## src/rtl/core/shss_pkg.sv

```systemverilog
// shared types and constants of the halving scatter schedule block
package shss_pkg;

  localparam int RANK_W     = 7;
  localparam int IDX_W      = 6;
  localparam int SLICE_W    = 40;
  localparam int BASE_W     = 48;
  localparam int STEP_W     = 3;
  localparam int REP_W      = 16;
  localparam int OFF_W      = 64;
  localparam int CNT_W      = 6;
  localparam int CFG_IDX_W  = 3;
  localparam int CFG_DATA_W = 48;

  localparam int MAX_RANKS    = 64;
  localparam int RESULT_LIMIT = 32;

  localparam int MOD_CNT_W = 3;

  typedef enum logic [1:0] {
    ROLE_IDLE = 2'd0,
    ROLE_SEND = 2'd1,
    ROLE_RECV = 2'd2
  } role_t;

  typedef enum logic [CFG_IDX_W-1:0] {
    CFG_RANK_COUNT   = 3'd0,
    CFG_MY_INDEX     = 3'd1,
    CFG_ROOT_INDEX   = 3'd2,
    CFG_SLICE_SIZE   = 3'd3,
    CFG_SCRATCH_BASE = 3'd4
  } cfg_idx_t;

  typedef enum logic [2:0] {
    ST_IDLE,
    ST_MOD,
    ST_PLAN,
    ST_PREP,
    ST_EMIT
  } state_t;

  typedef struct packed {
    logic load;
    logic mod_step;
    logic mul_lo;
    logic mul_hi;
    logic plan;
    logic prep;
    logic emit;
  } shss_cmd_t;

  typedef struct packed {
    logic out_free;
    logic last_slice;
  } shss_sts_t;

endpackage

```

## src/rtl/core/shss_in_if.sv

```systemverilog
// step request channel
interface shss_in_if import shss_pkg::*; ();
  logic              valid;
  logic              ready;
  logic [STEP_W-1:0] step;
  logic [REP_W-1:0]  repeat_req;

  modport source (output valid, step, repeat_req, input ready);
  modport sink   (input valid, step, repeat_req, output ready);
endinterface

```

## src/rtl/core/shss_out_if.sv

```systemverilog
// transfer plan result channel
interface shss_out_if import shss_pkg::*; ();
  logic              valid;
  logic              ready;
  logic [1:0]        role;
  logic [IDX_W-1:0]  peer_index;
  logic [IDX_W-1:0]  slice_index;
  logic [OFF_W-1:0]  byte_offset;
  logic [CNT_W-1:0]  slice_count;
  logic              last;

  modport source (output valid, role, peer_index, slice_index, byte_offset, slice_count, last,
                  input ready);
  modport sink   (input valid, role, peer_index, slice_index, byte_offset, slice_count, last,
                  output ready);
endinterface

```

## src/rtl/core/shss_ctrl.sv

```systemverilog
// sequencing state machine for the halving scatter schedule
module shss_ctrl import shss_pkg::*; (
  input  logic      clk,
  input  logic      rst_n,
  input  logic      in_valid,
  output logic      in_ready,
  input  shss_sts_t sts,
  output shss_cmd_t cmd
);

  localparam logic [MOD_CNT_W-1:0] MOD_LAST = MOD_CNT_W'(IDX_W - 1);

  state_t                 state_r, state_nxt;
  logic [MOD_CNT_W-1:0]   cnt_r, cnt_nxt;

  always_ff @(posedge clk) begin
    if (!rst_n) begin
      state_r <= ST_IDLE;
      cnt_r   <= '0;
    end else begin
      state_r <= state_nxt;
      cnt_r   <= cnt_nxt;
    end
  end

  always_comb begin
    state_nxt = state_r;
    cnt_nxt   = cnt_r;
    cmd       = '0;
    in_ready  = 1'b0;
    case (state_r)
      ST_IDLE: begin
        in_ready = 1'b1;
        if (in_valid) begin
          cmd.load  = 1'b1;
          cnt_nxt   = '0;
          state_nxt = ST_MOD;
        end
      end
      ST_MOD: begin
        // one remainder bit per cycle, the offset product rides along
        cmd.mod_step = 1'b1;
        cmd.mul_lo   = (cnt_r == MOD_CNT_W'(0));
        cmd.mul_hi   = (cnt_r == MOD_CNT_W'(1));
        if (cnt_r == MOD_LAST) begin
          state_nxt = ST_PLAN;
        end else begin
          cnt_nxt = cnt_r + 1'b1;
        end
      end
      ST_PLAN: begin
        cmd.plan  = 1'b1;
        state_nxt = ST_PREP;
      end
      ST_PREP: begin
        cmd.prep  = 1'b1;
        state_nxt = ST_EMIT;
      end
      ST_EMIT: begin
        if (sts.out_free) begin
          cmd.emit = 1'b1;
          if (sts.last_slice) begin
            state_nxt = ST_IDLE;
          end
        end
      end
      default: begin
        state_nxt = ST_IDLE;
      end
    endcase
  end

endmodule

```

## src/rtl/core/shss_dp.sv

```systemverilog
// datapath: config registers, modulo unit, role planning and slice walk
module shss_dp import shss_pkg::*; (
  input  logic                  clk,
  input  logic                  rst_n,
  input  logic                  cfg_we,
  input  logic [CFG_IDX_W-1:0]  cfg_index,
  input  logic [CFG_DATA_W-1:0] cfg_wdata,
  input  shss_cmd_t             cmd,
  output shss_sts_t             sts,
  input  logic [STEP_W-1:0]     in_step,
  input  logic [REP_W-1:0]      in_repeat_req,
  input  logic                  out_ready,
  output logic                  out_valid,
  output role_t                 out_role,
  output logic [IDX_W-1:0]      out_peer_index,
  output logic [IDX_W-1:0]      out_slice_index,
  output logic [OFF_W-1:0]      out_byte_offset,
  output logic [CNT_W-1:0]      out_slice_count,
  output logic                  out_last
);

  localparam int REPN_W = REP_W + RANK_W;
  localparam int HALF_W = SLICE_W / 2;
  localparam int PP_W   = REPN_W + HALF_W;
  localparam int PROD_W = IDX_W + SLICE_W;
  localparam int W8     = RANK_W + 1;
  localparam int W9     = RANK_W + 2;

  function automatic logic [STEP_W-1:0] steps_for(input logic [RANK_W-1:0] n);
    logic [STEP_W-1:0] s;
    s = '0;
    for (int i = 0; i < RANK_W; i++) begin
      if ((W8'(1) << i) < W8'(n)) s = s + 1'b1;
    end
    return s;
  endfunction

  // configuration
  logic [RANK_W-1:0]  rank_count_r;
  logic [IDX_W-1:0]   my_index_r;
  logic [IDX_W-1:0]   root_index_r;
  logic [SLICE_W-1:0] slice_size_r;
  logic [BASE_W-1:0]  scratch_base_r;

  always_ff @(posedge clk) begin
    if (!rst_n) begin
      rank_count_r   <= RANK_W'(2);
      my_index_r     <= '0;
      root_index_r   <= '0;
      slice_size_r   <= '0;
      scratch_base_r <= '0;
    end else if (cfg_we) begin
      case (cfg_index)
        CFG_RANK_COUNT:   rank_count_r   <= cfg_wdata[RANK_W-1:0];
        CFG_MY_INDEX:     my_index_r     <= cfg_wdata[IDX_W-1:0];
        CFG_ROOT_INDEX:   root_index_r   <= cfg_wdata[IDX_W-1:0];
        CFG_SLICE_SIZE:   slice_size_r   <= cfg_wdata[SLICE_W-1:0];
        CFG_SCRATCH_BASE: scratch_base_r <= cfg_wdata[BASE_W-1:0];
        default: ;
      endcase
    end
  end

  // per-item working registers
  logic [STEP_W-1:0]  step_r;
  logic [REPN_W-1:0]  rep_n_r;
  logic [IDX_W-1:0]   dvd_me_r, dvd_root_r;
  logic [IDX_W-1:0]   rem_me_r, rem_root_r;
  logic [OFF_W-1:0]   rbo_r, base_r;
  role_t              role_r;
  logic [IDX_W-1:0]   peer_r, idx_r;
  logic [RANK_W-1:0]  dsm_r;
  logic [CNT_W-1:0]   nsl_r, left_r;
  logic [PROD_W-1:0]  prod_r;

  logic [RANK_W-1:0]  n;
  assign n = rank_count_r;

  // restoring remainder, one dividend bit per cycle
  logic [RANK_W-1:0] me_t, root_t;
  logic [IDX_W-1:0]  me_rem_nxt, root_rem_nxt;
  always_comb begin
    me_t         = {rem_me_r, dvd_me_r[IDX_W-1]};
    root_t       = {rem_root_r, dvd_root_r[IDX_W-1]};
    me_rem_nxt   = (me_t >= n) ? IDX_W'(me_t - n) : IDX_W'(me_t);
    root_rem_nxt = (root_t >= n) ? IDX_W'(root_t - n) : IDX_W'(root_t);
  end

  // shared repeat offset multiplier, low half then high half of slice_size
  logic [HALF_W-1:0] half_sel;
  logic [PP_W-1:0]   pp;
  assign half_sel = cmd.mul_hi ? slice_size_r[SLICE_W-1:HALF_W] : slice_size_r[HALF_W-1:0];
  assign pp       = PP_W'(rep_n_r) * PP_W'(half_sel);

  // role planning
  logic              n_ok, step_ok, pow2, last_step, send, recv;
  logic [STEP_W-1:0] nsteps;
  logic [W8-1:0]     droot_t, dpair, nact;
  logic [RANK_W-1:0] droot;
  logic [W9-1:0]     dslice, nsl_raw, psend_t, precv_t;
  logic [IDX_W-1:0]  peer_send, peer_recv;
  logic [CNT_W-1:0]  nsl;
  logic [RANK_W-1:0] dsm;
  always_comb begin
    n_ok      = (n >= RANK_W'(2)) && (n <= RANK_W'(MAX_RANKS));
    nsteps    = steps_for(n);
    step_ok   = (step_r < nsteps);
    droot_t   = W8'(rem_root_r) + W8'(n) - W8'(rem_me_r);
    droot     = (droot_t >= W8'(n)) ? RANK_W'(droot_t - W8'(n)) : RANK_W'(droot_t);
    dpair     = W8'(1) << step_r;
    dslice    = W9'(1) << (W9'(step_r) + W9'(1));
    nsl_raw   = (W9'(n) - W9'(1) + W9'(dpair)) >> (W9'(step_r) + W9'(1));
    nsl       = (nsl_raw > W9'(RESULT_LIMIT)) ? CNT_W'(RESULT_LIMIT) : CNT_W'(nsl_raw);
    pow2      = ((n & (n - RANK_W'(1))) == '0);
    last_step = (step_r == nsteps - STEP_W'(1));
    nact      = (!pow2 && last_step) ? W8'(n) - dpair : dpair;
    send      = (W8'(droot) < nact);
    recv      = (W8'(droot) >= dpair) && (W9'(droot) < W9'(nact) + W9'(dpair));
    psend_t   = W9'(rem_me_r) + W9'(n) - W9'(dpair);
    peer_send = (psend_t >= W9'(n)) ? IDX_W'(psend_t - W9'(n)) : IDX_W'(psend_t);
    precv_t   = W9'(rem_me_r) + W9'(dpair);
    peer_recv = (precv_t >= W9'(n)) ? IDX_W'(precv_t - W9'(n)) : IDX_W'(precv_t);
    dsm       = (dslice >= W9'(n)) ? RANK_W'(dslice - W9'(n)) : RANK_W'(dslice);
  end

  // slice walk: next index steps down by the slice distance modulo n
  logic [W8-1:0]     idx_t;
  logic [IDX_W-1:0]  idx_nxt, mul_idx;
  logic [PROD_W-1:0] prod_nxt;
  always_comb begin
    idx_t    = W8'(idx_r) + W8'(n) - W8'(dsm_r);
    idx_nxt  = (idx_t >= W8'(n)) ? IDX_W'(idx_t - W8'(n)) : IDX_W'(idx_t);
    mul_idx  = cmd.prep ? idx_r : idx_nxt;
    prod_nxt = PROD_W'(mul_idx) * PROD_W'(slice_size_r);
  end

  always_ff @(posedge clk) begin
    if (cmd.load) begin
      step_r     <= in_step;
      rep_n_r    <= REPN_W'(in_repeat_req) * REPN_W'(rank_count_r);
      dvd_me_r   <= my_index_r;
      dvd_root_r <= root_index_r;
      rem_me_r   <= '0;
      rem_root_r <= '0;
    end
    if (cmd.mod_step) begin
      rem_me_r   <= me_rem_nxt;
      rem_root_r <= root_rem_nxt;
      dvd_me_r   <= dvd_me_r << 1;
      dvd_root_r <= dvd_root_r << 1;
    end
    if (cmd.mul_lo) begin
      rbo_r <= OFF_W'(pp);
    end
    if (cmd.mul_hi) begin
      rbo_r <= rbo_r + (OFF_W'(pp) << HALF_W);
    end
    if (cmd.plan) begin
      base_r <= rbo_r + OFF_W'(scratch_base_r);
      peer_r <= send ? peer_send : peer_recv;
      idx_r  <= send ? peer_send : rem_me_r;
      dsm_r  <= dsm;
      nsl_r  <= nsl;
      if (!n_ok || !step_ok || !(send || recv)) begin
        role_r <= ROLE_IDLE;
        left_r <= CNT_W'(1);
      end else begin
        role_r <= send ? ROLE_SEND : ROLE_RECV;
        left_r <= nsl;
      end
    end
    if (cmd.prep) begin
      prod_r <= prod_nxt;
    end
    if (cmd.emit) begin
      left_r <= left_r - CNT_W'(1);
      idx_r  <= idx_nxt;
      prod_r <= prod_nxt;
    end
  end

  // result register
  always_ff @(posedge clk) begin
    if (!rst_n) begin
      out_valid <= 1'b0;
    end else if (cmd.emit) begin
      out_valid <= 1'b1;
    end else if (out_ready) begin
      out_valid <= 1'b0;
    end
  end

  always_ff @(posedge clk) begin
    if (cmd.emit) begin
      if (role_r == ROLE_IDLE) begin
        out_role        <= ROLE_IDLE;
        out_peer_index  <= '0;
        out_slice_index <= '0;
        out_byte_offset <= '0;
        out_slice_count <= '0;
        out_last        <= 1'b1;
      end else begin
        out_role        <= role_r;
        out_peer_index  <= peer_r;
        out_slice_index <= idx_r;
        out_byte_offset <= base_r + OFF_W'(prod_r);
        out_slice_count <= nsl_r;
        out_last        <= (left_r == CNT_W'(1));
      end
    end
  end

  assign sts.out_free   = !out_valid || out_ready;
  assign sts.last_slice = (left_r == CNT_W'(1));

endmodule

```

## src/rtl/core/scatter_halving_step_schedule.sv

```systemverilog
// top level of the halving scatter step schedule
// One transaction on in_ch asks for this rank's plan in one step of a rooted
// scatter by distance halving. The block answers with one transaction per slice
// moved (role send or receive, peer, slice index, scratch byte offset), the last
// flagged by last, or with one idle transaction (all zero, last high) when this
// rank has nothing to do, the step is ceil(log2(rank_count)) or more, or rank_count
// lies outside 2..64. Items are handled one at a time: after acceptance the
// block runs the bit-serial unit that reduces my_index and root_index modulo
// rank_count (the repeat offset multiply is done in two halves in the same
// window), then a plan state picks the role and a prepare state forms the
// first slice product; then it emits one result per cycle while out_ch is not
// stalled. in_ch ready stays low from acceptance until the last result of the
// item is emitted, so out_ch stalls also delay the next item. At most 32
// results come from one item. The result register lets the final result wait
// on out_ch while the next item is taken.
// Configuration is a plain write port (cfg_we, cfg_index, cfg_wdata), indices:
// 0 rank_count, 1 my_index, 2 root_index, 3 slice_size, 4 scratch_base; other
// indices are ignored. Write it only while no transaction is in flight.
module scatter_halving_step_schedule import shss_pkg::*; (
  input  logic                  clk,
  input  logic                  rst_n,
  input  logic                  cfg_we,
  input  logic [CFG_IDX_W-1:0]  cfg_index,
  input  logic [CFG_DATA_W-1:0] cfg_wdata,
  shss_in_if.sink               in_ch,
  shss_out_if.source            out_ch
);

  shss_cmd_t cmd;
  shss_sts_t sts;
  role_t     out_role;

  // controller: accept, modulo window, plan, prepare, emit
  shss_ctrl u_ctrl (
    .clk      (clk),
    .rst_n    (rst_n),
    .in_valid (in_ch.valid),
    .in_ready (in_ch.ready),
    .sts      (sts),
    .cmd      (cmd)
  );

  // datapath with config registers and the result register
  shss_dp u_dp (
    .clk             (clk),
    .rst_n           (rst_n),
    .cfg_we          (cfg_we),
    .cfg_index       (cfg_index),
    .cfg_wdata       (cfg_wdata),
    .cmd             (cmd),
    .sts             (sts),
    .in_step         (in_ch.step),
    .in_repeat_req   (in_ch.repeat_req),
    .out_ready       (out_ch.ready),
    .out_valid       (out_ch.valid),
    .out_role        (out_role),
    .out_peer_index  (out_ch.peer_index),
    .out_slice_index (out_ch.slice_index),
    .out_byte_offset (out_ch.byte_offset),
    .out_slice_count (out_ch.slice_count),
    .out_last        (out_ch.last)
  );

  assign out_ch.role = out_role;

  // a new request is never taken in the cycle right after one was accepted
  assert property (@(posedge clk) disable iff (!rst_n)
    in_ch.valid && in_ch.ready |=> !in_ch.ready)
    else $error("request accepted back to back");

  // idle results are single, flagged last, with zero slice count
  assert property (@(posedge clk) disable iff (!rst_n)
    out_ch.valid && (out_ch.role == ROLE_IDLE) |-> out_ch.last && (out_ch.slice_count == '0))
    else $error("malformed idle result");

  // transfer results report a slice count within the result limit
  assert property (@(posedge clk) disable iff (!rst_n)
    out_ch.valid && (out_ch.role != ROLE_IDLE)
      |-> (out_ch.slice_count != '0) && (out_ch.slice_count <= CNT_W'(RESULT_LIMIT)))
    else $error("slice count out of range");

endmodule

```

## src/flat_wrapper.sv

```systemverilog
// flat-port wrapper written by rule: the top's interface ports become plain ports
module scatter_halving_step_schedule_flat import shss_pkg::*;
  (clk, rst_n, cfg_we, cfg_index, cfg_wdata, in_ch_valid, in_ch_step, in_ch_repeat_req, in_ch_ready, out_ch_valid, out_ch_role, out_ch_peer_index, out_ch_slice_index, out_ch_byte_offset, out_ch_slice_count, out_ch_last, out_ch_ready);
  shss_in_if in_ch_i ();
  shss_out_if out_ch_i ();
  input  logic clk;
  input  logic rst_n;
  input  logic cfg_we;
  input  logic [CFG_IDX_W-1:0] cfg_index;
  input  logic [CFG_DATA_W-1:0] cfg_wdata;
  input wire logic [$bits(in_ch_i.valid)-1:0] in_ch_valid;
  input wire logic [$bits(in_ch_i.step)-1:0] in_ch_step;
  input wire logic [$bits(in_ch_i.repeat_req)-1:0] in_ch_repeat_req;
  output wire logic [$bits(in_ch_i.ready)-1:0] in_ch_ready;
  output wire logic [$bits(out_ch_i.valid)-1:0] out_ch_valid;
  output wire logic [$bits(out_ch_i.role)-1:0] out_ch_role;
  output wire logic [$bits(out_ch_i.peer_index)-1:0] out_ch_peer_index;
  output wire logic [$bits(out_ch_i.slice_index)-1:0] out_ch_slice_index;
  output wire logic [$bits(out_ch_i.byte_offset)-1:0] out_ch_byte_offset;
  output wire logic [$bits(out_ch_i.slice_count)-1:0] out_ch_slice_count;
  output wire logic [$bits(out_ch_i.last)-1:0] out_ch_last;
  input wire logic [$bits(out_ch_i.ready)-1:0] out_ch_ready;
  assign in_ch_i.valid = in_ch_valid;
  assign in_ch_i.step = in_ch_step;
  assign in_ch_i.repeat_req = in_ch_repeat_req;
  assign in_ch_ready = in_ch_i.ready;
  assign out_ch_valid = out_ch_i.valid;
  assign out_ch_role = out_ch_i.role;
  assign out_ch_peer_index = out_ch_i.peer_index;
  assign out_ch_slice_index = out_ch_i.slice_index;
  assign out_ch_byte_offset = out_ch_i.byte_offset;
  assign out_ch_slice_count = out_ch_i.slice_count;
  assign out_ch_last = out_ch_i.last;
  assign out_ch_i.ready = out_ch_ready;
  scatter_halving_step_schedule u_core (.clk(clk), .rst_n(rst_n), .cfg_we(cfg_we), .cfg_index(cfg_index), .cfg_wdata(cfg_wdata), .in_ch(in_ch_i), .out_ch(out_ch_i));
endmodule
```

## config.mk

```make
export PLATFORM = sky130hd
export DESIGN_NAME = scatter_halving_step_schedule_flat
export DESIGN_NICKNAME = d
export VERILOG_FILES = /design/src/rtl/core/shss_pkg.sv /design/src/rtl/core/shss_in_if.sv /design/src/rtl/core/shss_out_if.sv /design/src/rtl/core/shss_ctrl.sv /design/src/rtl/core/shss_dp.sv /design/src/rtl/core/scatter_halving_step_schedule.sv /design/src/flat_wrapper.sv
export SDC_FILE = /design/constraint.sdc
export NUM_CORES = 2
export LEC_CHECK = 0
export BUFFER_PORTS_ARGS = -buffer_cell sky130_fd_sc_hd__buf_2
export CAP_MARGIN = 20
export CORE_ASPECT_RATIO = 1.25
export CORE_UTILIZATION = 41
export DETAILED_ROUTE_END_ITERATION = 8
export GPL_ROUTABILITY_DRIVEN = 0
export MAX_ROUTING_LAYER = met4
export SLEW_MARGIN = 20
export SYNTH_ARGS = -nofsm -noshare
export SYNTH_HDL_FRONTEND = slang
export SYNTH_HIERARCHICAL = 1
export SYNTH_SLANG_ARGS = --single-unit
```

## constraint.sdc

```tcl
create_clock -name clk -period 16.9 [get_ports clk]
set_input_delay 0.845 -clock clk [delete_from_list [all_inputs] [get_ports clk]]
set_output_delay 0.845 -clock clk [all_outputs]
set_load 0.01 [all_outputs]
```

[Word level (Yosys, flattened, before mapping)]
Cells that the tools add are included.
Storage, ports and cells
  register bits after elaboration: 456
  input bits: 75
  output and inout port bits: 87
  word-level logic and storage cells: 193
Operators by class
  add/sub/neg operators: 32
  multiply operators: 3
  $lt $le $gt $ge: 21
  equal/unequal tests: 17
  shift operators: 3
  muxes and demuxes: 55
  bitwise gates (word level): 1
  reductions and logical operators: 30
Operators with widths (count)
  64-bit two-way mux: 2
  6-bit two-way mux: 21
  46-bit two-way mux: 2
  64-bit by 46-bit adder with 64-bit output: 1
  64-bit by 48-bit adder with 64-bit output: 1
  64-bit by 63-bit adder with 64-bit output: 1
  6-bit by 40-bit multiplier with 46-bit output: 1
  23-bit by 20-bit multiplier with 43-bit output: 1
  3-bit two-way mux: 13
  6-bit subtractor: 5
  9-bit by 7-bit greater-or-equal comparator with 1-bit output: 3
  6-bit by 7-bit adder with 8-bit output: 3
  16-bit by 7-bit multiplier with 23-bit output: 1
  3-bit by 1-bit adder with 3-bit output, second input constant: 7
  20-bit two-way mux: 1
  8-bit by 7-bit greater-or-equal comparator with 1-bit output: 2
  3-bit one-hot mux with 5 select lines: 1
  7-bit greater-or-equal comparator: 2
  7-bit two-way mux: 2
  7-bit subtractor: 2
  3-bit by 2-bit == test with 1-bit output, second input constant: 4
  2-bit nonzero test: 6
  1-bit two-way mux: 10
  2-bit AND reduction: 5
  other kinds (47): 65

[Longest topological paths before layout]
  depth after elaboration: 27
  mapped depth: 44
  mapped depth without buffers: 42

[By module]
The synthesis kept the hierarchy.
Modules (own cells, without submodules)
  shss_dp: instances 1, cells an instance 6076, area each 55759.7 µm², sequential area each 12411.9 µm²
  shss_ctrl: instances 1, cells an instance 45, area each 379.1 µm², sequential area each 120.1 µm²

[Least setup slack after synthesis]
No wires, ideal clock.
  path kind: register -> register
  start: register u_core.u_ctrl.state_r[2]
  end: register u_core.u_dp.rbo_r[63], data pin
  setup time: 0.261 ns
  arrival: 9.685 ns
  required time: 16.639 ns
  path slack: 6.953 ns
  stages on the path, launching flop included: 41
  path buffers: 3
  period minus slack after synthesis: 9.947 ns
  cells stage by stage: dfxtp_1 -> buf_2 -> nor4b_1 -> and2_1 -> buf_1 -> mux2i_1 -> clkbuf_1 -> nor2b_1 -> fa_1 -> fa_1 -> inv_1 -> fa_1 -> inv_1 -> fa_1 -> fa_1 -> fa_1 -> inv_1 -> fa_1 -> [... 5 more ...] -> a21oi_1 -> nor3b_1 -> o21ai_0 -> a31oi_1 -> o211a_1 -> o21bai_1 -> xor2_1 -> ha_1 -> a21oi_1 -> nor2b_1 -> o21ai_0 -> nand2b_1 -> a21o_1 -> a221o_1 -> a2bb2oi_1 -> a21oi_1 -> a31oi_1 -> mux2i_1
RTL lines
  start, declared: RTL line shss_ctrl.sv:13  | state_t state_r, state_nxt;
  start signal, assigned: RTL line shss_ctrl.sv:21  | state_r <= state_nxt;
  end signal, assigned: RTL line shss_dp.sv:153  | rbo_r <= OFF_W'(pp);
  end signal, assigned: RTL line shss_dp.sv:156  | rbo_r <= rbo_r + (OFF_W'(pp) << HALF_W);
  end, declared: RTL line shss_dp.sv:69  | logic [OFF_W-1:0] rbo_r, base_r;

==> results.md <==
* Cell with the most instances after synthesis: inv_1
* Post-route total power at 5.24 mW
* Worst slew pin tran at 1.12 ns
* Pleak at 28.2 nW
* 1st-iter DRT viols at 2626
* Synth top cells by count: 855 x inv_1, 757 x nand2_1, 628 x fa_1, 540 x ha_1, 447 x and2_1
* CP endpoint kind: flip-flop
* WP data required at 17.37 ns
* Slew headroom at 25.6%
* Final Instance Area at 0.0605 mm^2
* WHS at 0.397 ns
* Post-route setup TNS at 0 ns
* Final Hold Vio Count at 0
* Ports at 162
* Detail Placement HPWL at 119000 um
* Sequential-to-total area share from yosys stat at 22.3%
* Max Transition Viols Final at 0
* Max Clk Rate at 0.0878 GHz
* Area growth from synthesis to layout at 7.73%
* Layout cells sized above 1 at 6.34%
* Post-synth ARST share at 0%
* Pin count of the biggest net entering global routing at 88
* Post-synth top area cell: fa_1
* Final Util at 44.6%
* DP Area at 0.0587 mm^2
* Seq cells post-synth at 456
* Nets at 7397
* Reg clk slew, reported paths at 0.06 ns
* Syn Inst Count at 6121
* CP Class: flip-flop to flip-flop
* Core Box Area at 0.136 mm^2
* Total CTS buffers at 50
* Primary FF master, synth: edfxtp_1
* Maximum vdd drop at 0.186 mV
* Mapped Area at 0.0561 mm^2
* Final-report setup violation count at 0
* Synth Warn # at 6
* Routed WL at 153000 um
* Fraction of the cycle the final worst path needs at 67.4%
* Detailed Routing Iterations Pass 1 at 5
* Synth cell types at 91
* ANT nets after route at 0
* Number of global-route vias before repair at 43205
* Critical Path Most Common Cell: fa_1
* Hold bufs inserted after CTS at 0
* Clock tree buffer depth at 3
* CP Launch Type: flip-flop
* H-tree depth at 2
* Gr usage total at 22.8%
* RSZ-0062 raised after global routing: no
* EDFF count, synth at 340
* Post-route DRC at 0
* Starting Density at 41.4%
* Root Driver: clkbuf_16
* Slowest Stage Delay on Critical Path at 0.86 ns
* Drt via density at 5.36
* Synth top area share at 22.4%
* Total nets after synthesis at 7364
* Post-CTS Setup Inserts at 0
* DIE AREA at 0.138 mm^2
* Buffers on Ports at 161
* Slowest cell on crit path: mux2i_4
* Initial antenna violation count at 7
* Syn avg cell area at 9.17 um^2
* Power Density at 86.7 mW/mm^2
* Worst Slack Setup Final at 5.52 ns
* Die Y at 416 um
* Synth top area cells: fa_1 22%, edfxtp_1 18%, ha_1 12%
* Final setup skew at 0.0329 ns
* Non-filler cells in the finished layout at 7960
* Worst EP arrival at 11.86 ns
* Wirelength per Cell at 19.2 um
* Max-cap violations at 0
* Via Count at 42686
* Std-Cell Rows at 151
* Global route overflow at 0
* Worst-Skew Late Latency at 0.64 ns
* Crit Path Max Fanout at 49
* First-pass GRT wire length at 242000 um
* CTS tree: built
* Resized cells post-CTS at 0
* Clk sink count at 456
* Status: finished, final reports clean
* Crit path time final at 11.38 ns
* Placed Cells at 7861
* Die width at 333 um
* Hold Path Class: input pin to flip-flop
* Pre-CTS setup slack at 5.57 ns
==> final cells by class <==
cell class	count	area, um^2
fillers	13161	75200
multi-input cells	4579	39600
flip-flops and latches	456	12500
inverters	856	3210
well taps	1759	2200
clock buffers	65	1390
repair buffers	211	1180
clock inverters	29	322
diodes	5	12.5
==> path summary, 6_finish.rpt <==
| path | from | end | slack, ns | cells after the start |
|---|---|---|---|---|
| worst max-delay path | u_core/u_ctrl/state_r[0]$_SDFFE_PN0P_ | u_core/u_dp/rbo_r[63]$_SDFFCE_PN0P_ | 5.52 | 38 |
| worst min-delay path | in_ch_step[0] | u_core/u_dp/step_r[0]$_DFFE_PP_ | 0.40 | 1 |
| worst max register to register | u_core/u_ctrl/state_r[0]$_SDFFE_PN0P_ | u_core/u_dp/rbo_r[63]$_SDFFCE_PN0P_ | 5.52 | 38 |
| worst min register to register | u_core/u_dp/scratch_base_r[36]$_SDFFE_PN0P_ | u_core/u_dp/scratch_base_r[36]$_SDFFE_PN0P_ | 0.47 | 2 |
==> power breakdown <==
| part | internal, mW | switching (mW) | leakage (nW) | total (mW) |
|---|---|---|---|---|
| sequential | 1.35 | 0.0960 | 4.13 | 1.44 |
| clock | 0.664 | 0.488 | 0.827 | 1.15 |
| combinational | 0.999 | 1.65 | 23.3 | 2.65 |
| total | 3.01 | 2.23 | 28.2 | 5.24 |
==> cell families (layout without fill, tap and decap cells) <==
| kind of cell | count (synthesis) | count (layout) | synth area share [%] |
|---|---|---|---|
| adders and majority gates | 1168 | 1168 | 34.4 |
| AOI/OAI and AO/OA | 1041 | 1041 | 12.2 |
| buffers and inverters | 1086 | 1161 | 7.27 |
| DFF | 456 | 456 | 22.3 |
| and+or+nand+nor | 1982 | 1982 | 17.4 |
| muxes | 94 | 94 | 1.80 |
| xor gates and xnor gates | 294 | 294 | 4.61 |
| other | 0 | 5 | 0 |
==> worst max-delay path, delay by kind of cell, from the launching register on <==
family          cells  cell delay (ns)
compound gates     16             3.49
fa+ha+maj           9             4.37
flops               1             0.46
mux                 2             1.08
xor+xnor            1             0.16
simple gates        5             0.80
buf+inv             5             0.76
==> state kept, by name, indices dropped and copies added, names as in the netlist, 7 cells and up <==
name                         cells
u_core/u_dp/n                    7
u_core/u_dp/rbo_r               64
u_core/u_dp/out_byte_offset     64
u_core/u_dp/rep_n_r             23
u_core/u_dp/scratch_base_r      48
u_core/u_dp/slice_size_r        40
u_core/u_dp/dsm_r                7
u_core/u_dp/base_r              64
u_core/u_dp/prod_r              46
==> placed cells by master (no fill, tap or decap), types with 22 or more instances in the layout <==
cell / n
o211ai_1: 22
clkbuf_16: 53
a211oi_1: 31
nand2b_1: 59
a31oi_1: 34
o21bai_1: 42
nor2b_1: 140
mux2_2: 41
xnor2_1: 194
nor3_1: 54
edfxtp_1: 340
xor2_1: 99
mux2i_1: 45
and2_1: 445
nand4_1: 25
and3_1: 36
buf_4: 50
inv_1: 855
dfxtp_1: 116
buf_2: 161
a21boi_0: 102
ha_1: 540
o21ai_0: 169
a21o_1: 155
nand2_1: 757
nand3_1: 72
nor2_1: 282
fa_1: 628
o21a_1: 47
a21oi_1: 278
==> metal layers <==
layer / global-route usage [%] / vias to the layer above / part of all wire, %
met3: 1.94 / 281 / 4.3
met2: 37.6 / 1081 / 47
met1: 29.0 / 21130 / 44
met4: 9.07 / 0 / 4.4
li1: - / 20194 / -
met5: - / - / 0
(Power assumes the default switching activity.)
